**config.mk**
```make
export PLATFORM = sky130hd
export DESIGN_NAME = deadline_sorted_timer_queue_core
export DESIGN_NICKNAME = d
export VERILOG_FILES = /design/src/hdl/dstq_pkg.sv /design/src/hdl/dstq_datapath.sv /design/src/hdl/dstq_ctrl.sv /design/src/hdl/deadline_sorted_timer_queue_core.sv
export SDC_FILE = /design/constraint.sdc
export NUM_CORES = 2
export LEC_CHECK = 0
export ABC_CLOCK_PERIOD_IN_PS = 16300
export BUFFER_PORTS_ARGS = -buffer_cell sky130_fd_sc_hd__buf_2
export CORE_MARGIN = 5
export CORE_UTILIZATION = 40
export CTS_CLUSTER_DIAMETER = 60
export DETAILED_ROUTE_END_ITERATION = 10
export PLACE_DENSITY_LB_ADDON = 0.25
export SYNTH_ARGS = -nofsm -noshare
export SYNTH_HDL_FRONTEND = slang
export SYNTH_SLANG_ARGS = --single-unit
```
**constraint.sdc**
```tcl
create_clock -name clk -period 16.3 [get_ports clk]
set_input_delay 3.26 -clock clk [delete_from_list [all_inputs] [get_ports clk]]
set_output_delay 3.26 -clock clk [all_outputs]
set_load 0.05 [all_outputs]
```
**src/hdl/dstq_pkg.sv**
```systemverilog
`default_nettype none
package dstq_pkg;

  localparam int TIME_W    = 48;
  localparam int DELAY_W   = 32;
  localparam int TAG_W     = 16;
  localparam int KIND_W    = 2;

  localparam int QUEUE_DEPTH_DEF = 16;
  localparam int MAX_RESULTS     = 16;
  localparam int REL_CNT_W       = $clog2(MAX_RESULTS);

  // input action codes
  localparam logic ACT_ADD  = 1'b0;
  localparam logic ACT_TICK = 1'b1;

  // result kind codes
  localparam logic [KIND_W-1:0] KIND_ADDED     = 2'd0;
  localparam logic [KIND_W-1:0] KIND_FULL      = 2'd1;
  localparam logic [KIND_W-1:0] KIND_DELIVERED = 2'd2;

  // controller to datapath
  typedef struct packed {
    logic load_add;   // latch due time and tag of an add beat
    logic load_tick;  // advance the time base
    logic insert;     // sorted insert of the latched event
    logic pop;        // drop the head event
    logic emit_add;   // load add status into the result register
    logic emit_head;  // load head event into the result register
    logic last;       // last flag for a head result
  } cmd_t;

  // datapath to controller
  typedef struct packed {
    logic full;
    logic head_due;
    logic next_due;
    logic out_free;
  } status_t;

  // a strictly earlier than b, wrap-safe
  function automatic logic earlier(input logic [TIME_W-1:0] a,
                                   input logic [TIME_W-1:0] b);
    logic [TIME_W-1:0] d;
    d = a - b;
    return d[TIME_W-1];
  endfunction

  // due time reached at time now, wrap-safe
  function automatic logic reached(input logic [TIME_W-1:0] due,
                                   input logic [TIME_W-1:0] now);
    logic [TIME_W-1:0] d;
    d = due - now;
    return (d == '0) || d[TIME_W-1];
  endfunction

endpackage
`default_nettype wire

```
**src/hdl/dstq_datapath.sv**
```systemverilog
`default_nettype none
module dstq_datapath
  import dstq_pkg::*;
#(
  parameter int QUEUE_DEPTH = QUEUE_DEPTH_DEF
) (
  input  wire logic               clk,
  input  wire logic               rst,
  input  wire logic [DELAY_W-1:0] delay,
  input  wire logic [TAG_W-1:0]   tag,
  input  wire cmd_t               cmd,
  output status_t                 sts,
  output logic                    out_valid,
  input  wire logic               out_ready,
  output logic [KIND_W-1:0]       kind,
  output logic [TAG_W-1:0]        event_tag,
  output logic [TIME_W-1:0]       due_time,
  output logic                    last
);

  logic [TIME_W-1:0] clock_now;
  logic [TIME_W-1:0] new_due;
  logic [TAG_W-1:0]  new_tag;

  logic [TIME_W-1:0] cell_due [QUEUE_DEPTH];
  logic [TAG_W-1:0]  cell_tag [QUEUE_DEPTH];
  logic [QUEUE_DEPTH-1:0] cell_valid;

  logic [TIME_W-1:0] cell_due_next [QUEUE_DEPTH];
  logic [TAG_W-1:0]  cell_tag_next [QUEUE_DEPTH];
  logic [QUEUE_DEPTH-1:0] cell_valid_next;
  logic [QUEUE_DEPTH-1:0] stay;

  // status toward the controller
  assign sts.full     = cell_valid[QUEUE_DEPTH-1];
  assign sts.head_due = cell_valid[0] && reached(cell_due[0], clock_now);
  assign sts.next_due = cell_valid[1] && reached(cell_due[1], clock_now);
  assign sts.out_free = !out_valid || out_ready;

  // time base and latched add beat
  always_ff @(posedge clk) begin
    if (rst) begin
      clock_now <= '0;
    end else if (cmd.load_tick) begin
      clock_now <= clock_now + TIME_W'(1);
    end
  end

  always_ff @(posedge clk) begin
    if (cmd.load_add) begin
      new_due <= clock_now + TIME_W'(delay);
      new_tag <= tag;
    end
  end

  // per-cell next value: keep, take new event, shift up or shift down
  for (genvar g = 0; g < QUEUE_DEPTH; g++) begin : g_cell
    logic prev_stay;
    logic prev_valid;
    logic [TIME_W-1:0] up_due;
    logic [TAG_W-1:0]  up_tag;
    logic [TIME_W-1:0] dn_due;
    logic [TAG_W-1:0]  dn_tag;
    logic dn_valid;

    assign stay[g] = cell_valid[g] && !earlier(new_due, cell_due[g]);

    if (g == 0) begin : g_first
      assign prev_stay  = 1'b1;
      assign prev_valid = 1'b1;
      assign up_due     = new_due;
      assign up_tag     = new_tag;
    end else begin : g_rest
      assign prev_stay  = stay[g-1];
      assign prev_valid = cell_valid[g-1];
      assign up_due     = cell_due[g-1];
      assign up_tag     = cell_tag[g-1];
    end

    if (g == QUEUE_DEPTH-1) begin : g_top
      assign dn_due   = cell_due[g];
      assign dn_tag   = cell_tag[g];
      assign dn_valid = 1'b0;
    end else begin : g_below
      assign dn_due   = cell_due[g+1];
      assign dn_tag   = cell_tag[g+1];
      assign dn_valid = cell_valid[g+1];
    end

    always_comb begin
      cell_due_next[g]   = cell_due[g];
      cell_tag_next[g]   = cell_tag[g];
      cell_valid_next[g] = cell_valid[g];
      if (cmd.insert) begin
        cell_valid_next[g] = cell_valid[g] || prev_valid;
        if (!stay[g]) begin
          if (prev_stay) begin
            cell_due_next[g] = new_due;
            cell_tag_next[g] = new_tag;
          end else begin
            cell_due_next[g] = up_due;
            cell_tag_next[g] = up_tag;
          end
        end
      end else if (cmd.pop) begin
        cell_due_next[g]   = dn_due;
        cell_tag_next[g]   = dn_tag;
        cell_valid_next[g] = dn_valid;
      end
    end

    always_ff @(posedge clk) begin
      cell_due[g] <= cell_due_next[g];
      cell_tag[g] <= cell_tag_next[g];
    end
  end

  always_ff @(posedge clk) begin
    if (rst) begin
      cell_valid <= '0;
    end else begin
      cell_valid <= cell_valid_next;
    end
  end

  // result register: load a beat, drop it once taken
  always_ff @(posedge clk) begin
    if (rst) begin
      out_valid <= 1'b0;
    end else if (cmd.emit_add || cmd.emit_head) begin
      out_valid <= 1'b1;
    end else if (out_ready) begin
      out_valid <= 1'b0;
    end
  end

  always_ff @(posedge clk) begin
    if (cmd.emit_add) begin
      kind      <= sts.full ? KIND_FULL : KIND_ADDED;
      event_tag <= new_tag;
      due_time  <= new_due;
      last      <= 1'b1;
    end else if (cmd.emit_head) begin
      kind      <= KIND_DELIVERED;
      event_tag <= cell_tag[0];
      due_time  <= cell_due[0];
      last      <= cmd.last;
    end
  end

endmodule
`default_nettype wire

```
**src/hdl/dstq_ctrl.sv**
```systemverilog
`default_nettype none
module dstq_ctrl
  import dstq_pkg::*;
(
  input  wire logic    clk,
  input  wire logic    rst,
  input  wire logic    in_valid,
  output logic         in_ready,
  input  wire logic    action,
  input  wire status_t sts,
  output cmd_t         cmd
);

  typedef enum logic [1:0] {
    ST_IDLE,
    ST_ADD,
    ST_RELEASE
  } state_t;

  state_t state;
  state_t state_next;
  logic [REL_CNT_W-1:0] rel_count;
  logic [REL_CNT_W-1:0] rel_count_next;
  logic accept;
  logic final_rel;

  assign in_ready  = (state == ST_IDLE);
  assign accept    = in_valid && in_ready;
  assign final_rel = !sts.next_due || (rel_count == REL_CNT_W'(MAX_RESULTS - 1));

  // decode commands and next state
  always_comb begin
    cmd            = '0;
    state_next     = state;
    rel_count_next = rel_count;
    case (state)
      ST_IDLE: begin
        if (accept) begin
          rel_count_next = '0;
          if (action == ACT_ADD) begin
            cmd.load_add = 1'b1;
            state_next   = ST_ADD;
          end else begin
            cmd.load_tick = 1'b1;
            state_next    = ST_RELEASE;
          end
        end
      end
      ST_ADD: begin
        if (sts.out_free) begin
          cmd.emit_add = 1'b1;
          cmd.insert   = !sts.full;
          state_next   = ST_IDLE;
        end
      end
      ST_RELEASE: begin
        if (!sts.head_due) begin
          state_next = ST_IDLE;
        end else if (sts.out_free) begin
          cmd.emit_head  = 1'b1;
          cmd.pop        = 1'b1;
          cmd.last       = final_rel;
          rel_count_next = rel_count + REL_CNT_W'(1);
          if (final_rel) begin
            state_next = ST_IDLE;
          end
        end
      end
      default: begin
        state_next = ST_IDLE;
      end
    endcase
  end

  // hold state and release count
  always_ff @(posedge clk) begin
    if (rst) begin
      state     <= ST_IDLE;
      rel_count <= '0;
    end else begin
      state     <= state_next;
      rel_count <= rel_count_next;
    end
  end

endmodule
`default_nettype wire

```
**src/hdl/deadline_sorted_timer_queue_core.sv**
```systemverilog
// Sorted timer event queue with a microsecond time base.
// Input channel (in_valid/in_ready): action, delay, tag. An add beat places
// an event due at now + delay behind every event due at or before that time;
// a tick beat advances the time base by one and releases the due events.
// Output channel (out_valid/out_ready): kind, event_tag, due_time, last.
// An add gives one beat (accepted, or refused when the queue is full).
// A tick gives zero to 16 delivered beats; last marks the final one.
// Sequence: an add latches its due time and tag, then in ST_ADD loads its
// result into the output register once that register is free. A tick
// advances the time base, then in ST_RELEASE the controller pops one due head
// event per cycle from the sorted register file while the output register is free.
// One item is worked on at a time. The block takes the next input beat while
// a finished result waits in the output register; when the receiver stalls,
// the result holds and the block waits before writing another.
// Reset (synchronous): queue empty, time base zero, output register empty.
`default_nettype none
module deadline_sorted_timer_queue_core
  import dstq_pkg::*;
#(
  parameter int QUEUE_DEPTH = QUEUE_DEPTH_DEF
) (
  input  wire logic               clk,
  input  wire logic               rst,
  input  wire logic               in_valid,
  output logic                    in_ready,
  input  wire logic               action,
  input  wire logic [DELAY_W-1:0] delay,
  input  wire logic [TAG_W-1:0]   tag,
  output logic                    out_valid,
  input  wire logic               out_ready,
  output logic [KIND_W-1:0]       kind,
  output logic [TAG_W-1:0]        event_tag,
  output logic [TIME_W-1:0]       due_time,
  output logic                    last
);

  cmd_t    cmd;
  status_t sts;

  dstq_ctrl u_ctrl (
    .clk      (clk),
    .rst      (rst),
    .in_valid (in_valid),
    .in_ready (in_ready),
    .action   (action),
    .sts      (sts),
    .cmd      (cmd)
  );

  dstq_datapath #(
    .QUEUE_DEPTH (QUEUE_DEPTH)
  ) u_datapath (
    .clk       (clk),
    .rst       (rst),
    .delay     (delay),
    .tag       (tag),
    .cmd       (cmd),
    .sts       (sts),
    .out_valid (out_valid),
    .out_ready (out_ready),
    .kind      (kind),
    .event_tag (event_tag),
    .due_time  (due_time),
    .last      (last)
  );

  // never insert into a full queue
  a_no_insert_full: assert property (@(posedge clk) disable iff (rst)
    cmd.insert |-> !sts.full)
    else $error("insert while queue full");

  // only pop an event that is due
  a_pop_due: assert property (@(posedge clk) disable iff (rst)
    cmd.pop |-> sts.head_due)
    else $error("pop of an event not yet due");

  // never overwrite a waiting result
  a_no_overwrite: assert property (@(posedge clk) disable iff (rst)
    (cmd.emit_add || cmd.emit_head) |-> sts.out_free)
    else $error("result register overwritten");

  // one item at a time: an accepted beat closes the input
  a_one_item: assert property (@(posedge clk) disable iff (rst)
    (in_valid && in_ready) |=> !in_ready)
    else $error("input reopened right after a beat");

endmodule
`default_nettype wire
```
# --- After elaboration in Yosys (flattened, before gate mapping) ---
# Memory sizes are Yosys's and may differ from the RTL's.
# Cells that the tools add are included.
totals:
  reg_bits: 202
  ramBits: 1024
  in_bits: 53
  output_inout_bits: 69
  wordCells: 299
  memories: 2
classes:
  add_sub_neg: 21
  eq_ne: 9
  muxes: 189
  n_reduce_logical: 67
memory_table:
  columns: ["memory", "depth", "word_bits", "rd", "rd_clocked_by_memory_dff", "write_ports", "line", "rtl"]
  rows:
  - ["u_datapath.cell_due", 16, 48, 16, 0, 16, "dstq_datapath.sv:25", "logic [TIME_W-1:0] cell_due [QUEUE_DEPTH];"]
  - ["u_datapath.cell_tag", 16, 16, 16, 0, 16, "dstq_datapath.sv:26", "logic [TAG_W-1:0] cell_tag [QUEUE_DEPTH];"]
op_table:
  columns: ["op", "n"]
  rows:
  - ["48-bit 2-to-1 mux", 64]
  - ["16-bit 2-to-1 mux", 64]
  - ["48-bit subtractor", 18]
  - ["48-bit zero test", 2]
  - ["48-bit by 1-bit adder with 48-bit output, second input constant", 1]
  - ["48-bit by 32-bit adder with 48-bit output", 1]
  - ["1-bit 2-to-1 mux", 43]
  - ["2-bit 2-to-1 mux", 13]
  - ["1-bit logical OR", 20]
  - ["1-bit logical AND", 19]
  - ["1-bit zero test", 19]
  - ["4-bit 2-to-1 mux", 3]
  - ["4-bit one-hot mux with 2 select lines", 1]
  - ["4-bit AND reduction", 2]
  - ["2-bit nonzero test", 4]
  - ["2-bit inequality test, second input constant", 3]
  - ["3-bit inequality test, second input constant", 2]
  - ["2-bit one-hot mux with 3 select lines", 1]
  - ["4-bit by 1-bit adder with 4-bit output, second input constant", 1]
  - ["4-bit equality test, second input constant", 1]
  - ["2-bit by 1-bit equality test with 1-bit output, second input constant", 1]
  - ["2-bit equality test, second input constant", 1]
  - ["2-bit zero test", 1]
  - ["2-bit by 1-bit inequality test with 1-bit output, second input constant", 1]

# --- Longest topological paths before layout ---
# An unclocked memory read counts as a cell.
depth:
  depth_word: 12
  mapped_depth: 19
  depth_no_buf: 16

# --- Hierarchy ---
# From an unflattened synthesis, not the netlist that was laid out.
hier_totals:
  cells_unflattened: 8495
  hier_area_um2: 83121.0
modules_own_cells:
  columns: ["module", "instances", "cells_each", "area_per_inst_um2", "seq_area_each_um2"]
  rows:
  - ["dstq_datapath", 1, 8454, 82775.6, 35974.5]
  - ["dstq_ctrl", 1, 41, 345.3, 120.1]

# --- Worst setup path before layout ---
# Ideal clock, no wire load.
synth_path:
  path_type: "input port to flip-flop"
  start: "input port out_ready"
  end: "memory u_datapath.cell_due[14][0], enable pin"
  setup_ns: 0.575
  t_arrival_ns: 9.088
  required_ns: 15.725
  slack_ns: 6.638
  path_stages: 8
  cell_sequence: "nand2b_1 -> nand3b_1 -> nand2b_1 -> clkbuf_1 -> clkbuf_1 -> clkbuf_1 -> buf_1 -> o21ai_0"
synth_rtl:
  columns: ["item", "line", "rtl"]
  rows:
  - ["start, declared", "deadline_sorted_timer_queue_core.sv:30", "input wire logic out_ready,"]
  - ["end, declared", "dstq_datapath.sv:25", null]

==> reports/results.ini <==
[outcome]
status = complete, no violations

[clock_network]
cts_tree = built
cts_buffer_depth = 3
clk_latency_ns = 0.81
ctsHoldBuffers = 0
cts_sinks = 1226
htreeDepth = 4
cts_root_buffer = clkbuf_16
ctsResizeCount = 0
post_cts_buffers = 0
clk_pin_slew_worst_paths_ns = 0.06
cts_buffers = 159

[synth]
synth_edf_count = 1154
synthArstFlopShare_pct = 0
synth_seq_cells = 1226
syn_nets = 9457
synth_cell_types = 84
syn_inst = 8583
syn-cell-area_sq_mm = 0.0830
syn_avg_cell_area_sq_um = 9.67
ys.flop_type = edfxtp_1
ys_warn_count = 0
ys_seq_area_share_pct = 43.5

[placement]
dp_hpwl_mm = 201
gp_routability_congestion = 0.919
numPortBuffers = 121
post-place-ws_ns = 8.20
place_inst = 11000

[grt]
grt_start_max_net_pins = 243
grt_pass1_wl_mm = 422
track_usage_pct = 25.1
grt-ovfl-total = 0
antenna_found_initial = 9
grt_pass1_vias = 66100

[die]
die_x_microns = 465
core_sq_mm = 0.207
die-area_sq_mm = 0.217
die_h_microns = 465
io_pins = 122
floorplan.initialDensity_pct = 40.1
rows = 167

[route]
viasPerCell = 6.04
via_count = 68100
routed_wl_mm = 283
drt_first_pass_iters = 5
drtIter0Drc = 7167
ant_nets = 0
drc = 0
wl_per_cell_microns = 25.1

[sta]
worst_slew_pin_slew_ns = 1.34
fmax_mhz = 135
period_needed_ns = 7.42
maxSlewViolCount = 0
relSlewSlack_pct = 10.4
rsz0062_at_grt = false
skew_ns = 0.0562
final-hold-violation-count = 0
fin_setup_tns_ns = 0
period_share_pct = 45.5
layout_setup_ws_ns = 8.88
setup_viol = 0

[power]
p_switching_mw = 2.16
power_density_mw_per_mm2 = 88.7
pwr-share-clk_pct = 44.1
swShare_pct = 26.7
p_int_mw = 5.94
combPwrFrac_pct = 11.0
sequentialPowerShare_pct = 44.9
ir_drop_v = 0.0000869
p_leak_nw = 37.5

[critical_path]
critical_path.max_fanout = 48
crit_top_cell = buf_4
crit_slowest_cell = nor4_1
path_delay_family = simple AND/OR/NAND/NOR gates
cp_num_cells = 16
worst-path-buf-inv = 2
ff2ff_path_depth = 16
start_kind = register
path_class = register to register
slowest_delay_ns = 0.99
worstPathRequired_ns = 16.71
worstPathCellList = ha_1, fa_1, nor2b_1, o211ai_1, o21ai_1, nor2_1, o21ai_0, xor2_1, nor4_1, nand4_1, nor4_2, nand4b_1, a21o_2, buf_4, o21ai_4, buf_4
arrival_ns = 7.83
crit_path_end_kind = register

[cells_and_area]
drive_gt1_share_pct = 7.62
postLayoutCoreUtil_pct = 44.2
final_cell_mix = 1154 x edfxtp_1, 881 x nand2_1, 833 x inv_1, 818 x ha_1, 696 x o21ai_0
syn_to_final_growth_pct = 10.1
final_nets = 9320
layout_commonest_cell = edfxtp_1
stdcell_count = 11300

[hold_path]
hold_class = register to register
hold_depth = 1

[run]
max_cap_violations = 0

-- worst reg2reg max path, stage by stage (launching register included) --
cell,delay [ns]
dfxtp_1,0.39
ha_1,0.26
fa_1,0.41
nor2b_1,0.20
o211ai_1,0.19
o21ai_1,0.45
nor2_1,0.15
o21ai_0,0.26
xor2_1,0.12
nor4_1,0.99
nand4_1,0.25
nor4_2,0.36
nand4b_1,0.63
a21o_2,0.59
buf_4,0.39
o21ai_4,0.47
buf_4,0.87
-- synth_stat cells, types with 12 or more instances --
| library cell | number | area [sq um] |
|---|---|---|
| a22oi_1 | 14 | 105 |
| o21a_1 | 35 | 263 |
| nand4_1 | 156 | 976 |
| nand3_1 | 503 | 2520 |
| nor2b_1 | 73 | 457 |
| a21oi_1 | 579 | 2900 |
| o21ai_1 | 104 | 521 |
| edfxtp_1 | 1154 | 34700 |
| nor4_1 | 31 | 194 |
| dfxtp_1 | 72 | 1440 |
| nor3b_1 | 12 | 90.1 |
| and4_1 | 17 | 149 |
| a211oi_1 | 27 | 203 |
| nand2_1 | 894 | 3360 |
| and3_1 | 29 | 181 |
| buf_2 | 38 | 190 |
| a21o_1 | 311 | 2330 |
| o211ai_1 | 75 | 563 |
| mux2_2 | 84 | 946 |
| a31oi_1 | 26 | 163 |
| a2111oi_0 | 22 | 193 |
| or2_2 | 15 | 93.8 |
| nor3_1 | 65 | 325 |
| xnor2_1 | 114 | 998 |
| o21bai_1 | 14 | 105 |
| xor2_1 | 51 | 447 |
| buf_1 | 49 | 184 |
| or3_1 | 24 | 150 |
| nor2_1 | 213 | 800 |
| clkbuf_1 | 451 | 1690 |
| inv_1 | 833 | 3130 |
| o21ai_0 | 705 | 3530 |
| ha_1 | 818 | 10200 |
| mux2i_1 | 395 | 3950 |
| o221ai_1 | 329 | 2880 |
| nand2b_1 | 70 | 438 |
-- state kept, by name, indices dropped and copies added (netlist names) --
signal	cells
u_ctrl.state	2
u_datapath.due_time	48
u_datapath.out_valid	1
u_datapath.clock_now	48
u_datapath.cell_valid	16
u_datapath.g_cell.up_due	48
u_datapath.last	1
u_datapath.g_cell.up_tag	16
u_ctrl.rel_count	4
u_datapath.cell_tag	256
u_datapath.event_tag	16
u_datapath.kind	2
u_datapath.cell_due	768
-- power groups by stage --
stage	Clock, mW	Sequential, mW	Combinational, mW
after floorplan	0	3.71	0.559
after global placement	0	3.70	0.853
after detailed placement	0	3.70	0.874
after CTS	3.64	3.64	0.880
after global routing	3.76	3.65	0.979
final	3.57	3.64	0.891
-- per-stage QoR --
step                      hold WS (ns)  power, mW  cell area [sq um]
after floorplan                  0.441       4.27              83000
after global placement           0.465       4.55              86100
after detailed placement         0.475       4.58              86100
after CTS                        0.478       8.16              91400
after global routing             0.510       8.39              91400
final                            0.483       8.10              91400
-- worst paths after layout --
path	slack, ns	from	end
worst max-delay path	8.88	u_datapath.clock_now[0]	u_datapath.cell_due[4][28]
worst min-delay path	0.48	u_ctrl.state[1]	u_ctrl.state[0]
worst max register to register	8.88	u_datapath.clock_now[0]	u_datapath.cell_due[4][28]
worst min register to register	0.48	u_ctrl.state[1]	u_ctrl.state[0]
-- logic make-up after synthesis --
group / count (synthesis) / synth area share (%)
AO/OA/AOI/OAI: 2373 / 18.0
AND/OR/NAND/NOR: 2134 / 12.0
buffers and inverters: 1385 / 6.42
flip-flops: 1226 / 43.5
adder cells (fa/ha/maj): 821 / 12.4
multiplexers: 479 / 5.91
XOR/XNOR: 165 / 1.74
-- per-layer routing --
| metal | global-route usage (%) | part of all wire [%] | up-vias |
|---|---|---|---|
| met1 | 35.3 | 45 | 33800 |
| li1 | - | - | 31400 |
| met2 | 39.7 | 45 | 2484 |
| met3 | 4.03 | 6.7 | 428 |
| met5 | 0 | 0.0095 | - |
| met4 | 7.80 | 3.2 | 4 |
-- area by class of cell --
cell class | count | area [sq um]
Fill cell | 19600 | 115000
Sequential cell | 1226 | 36100
Clock buffer | 189 | 4160
Inverter | 834 | 3140
Antenna cell | 3 | 7.51
Tap cell | 2704 | 3380
Multi-Input combinational cell | 5972 | 41900
Clock inverter | 97 | 1050
Timing Repair Buffer | 253 | 1650
Power figures use the tool's default switching activity.
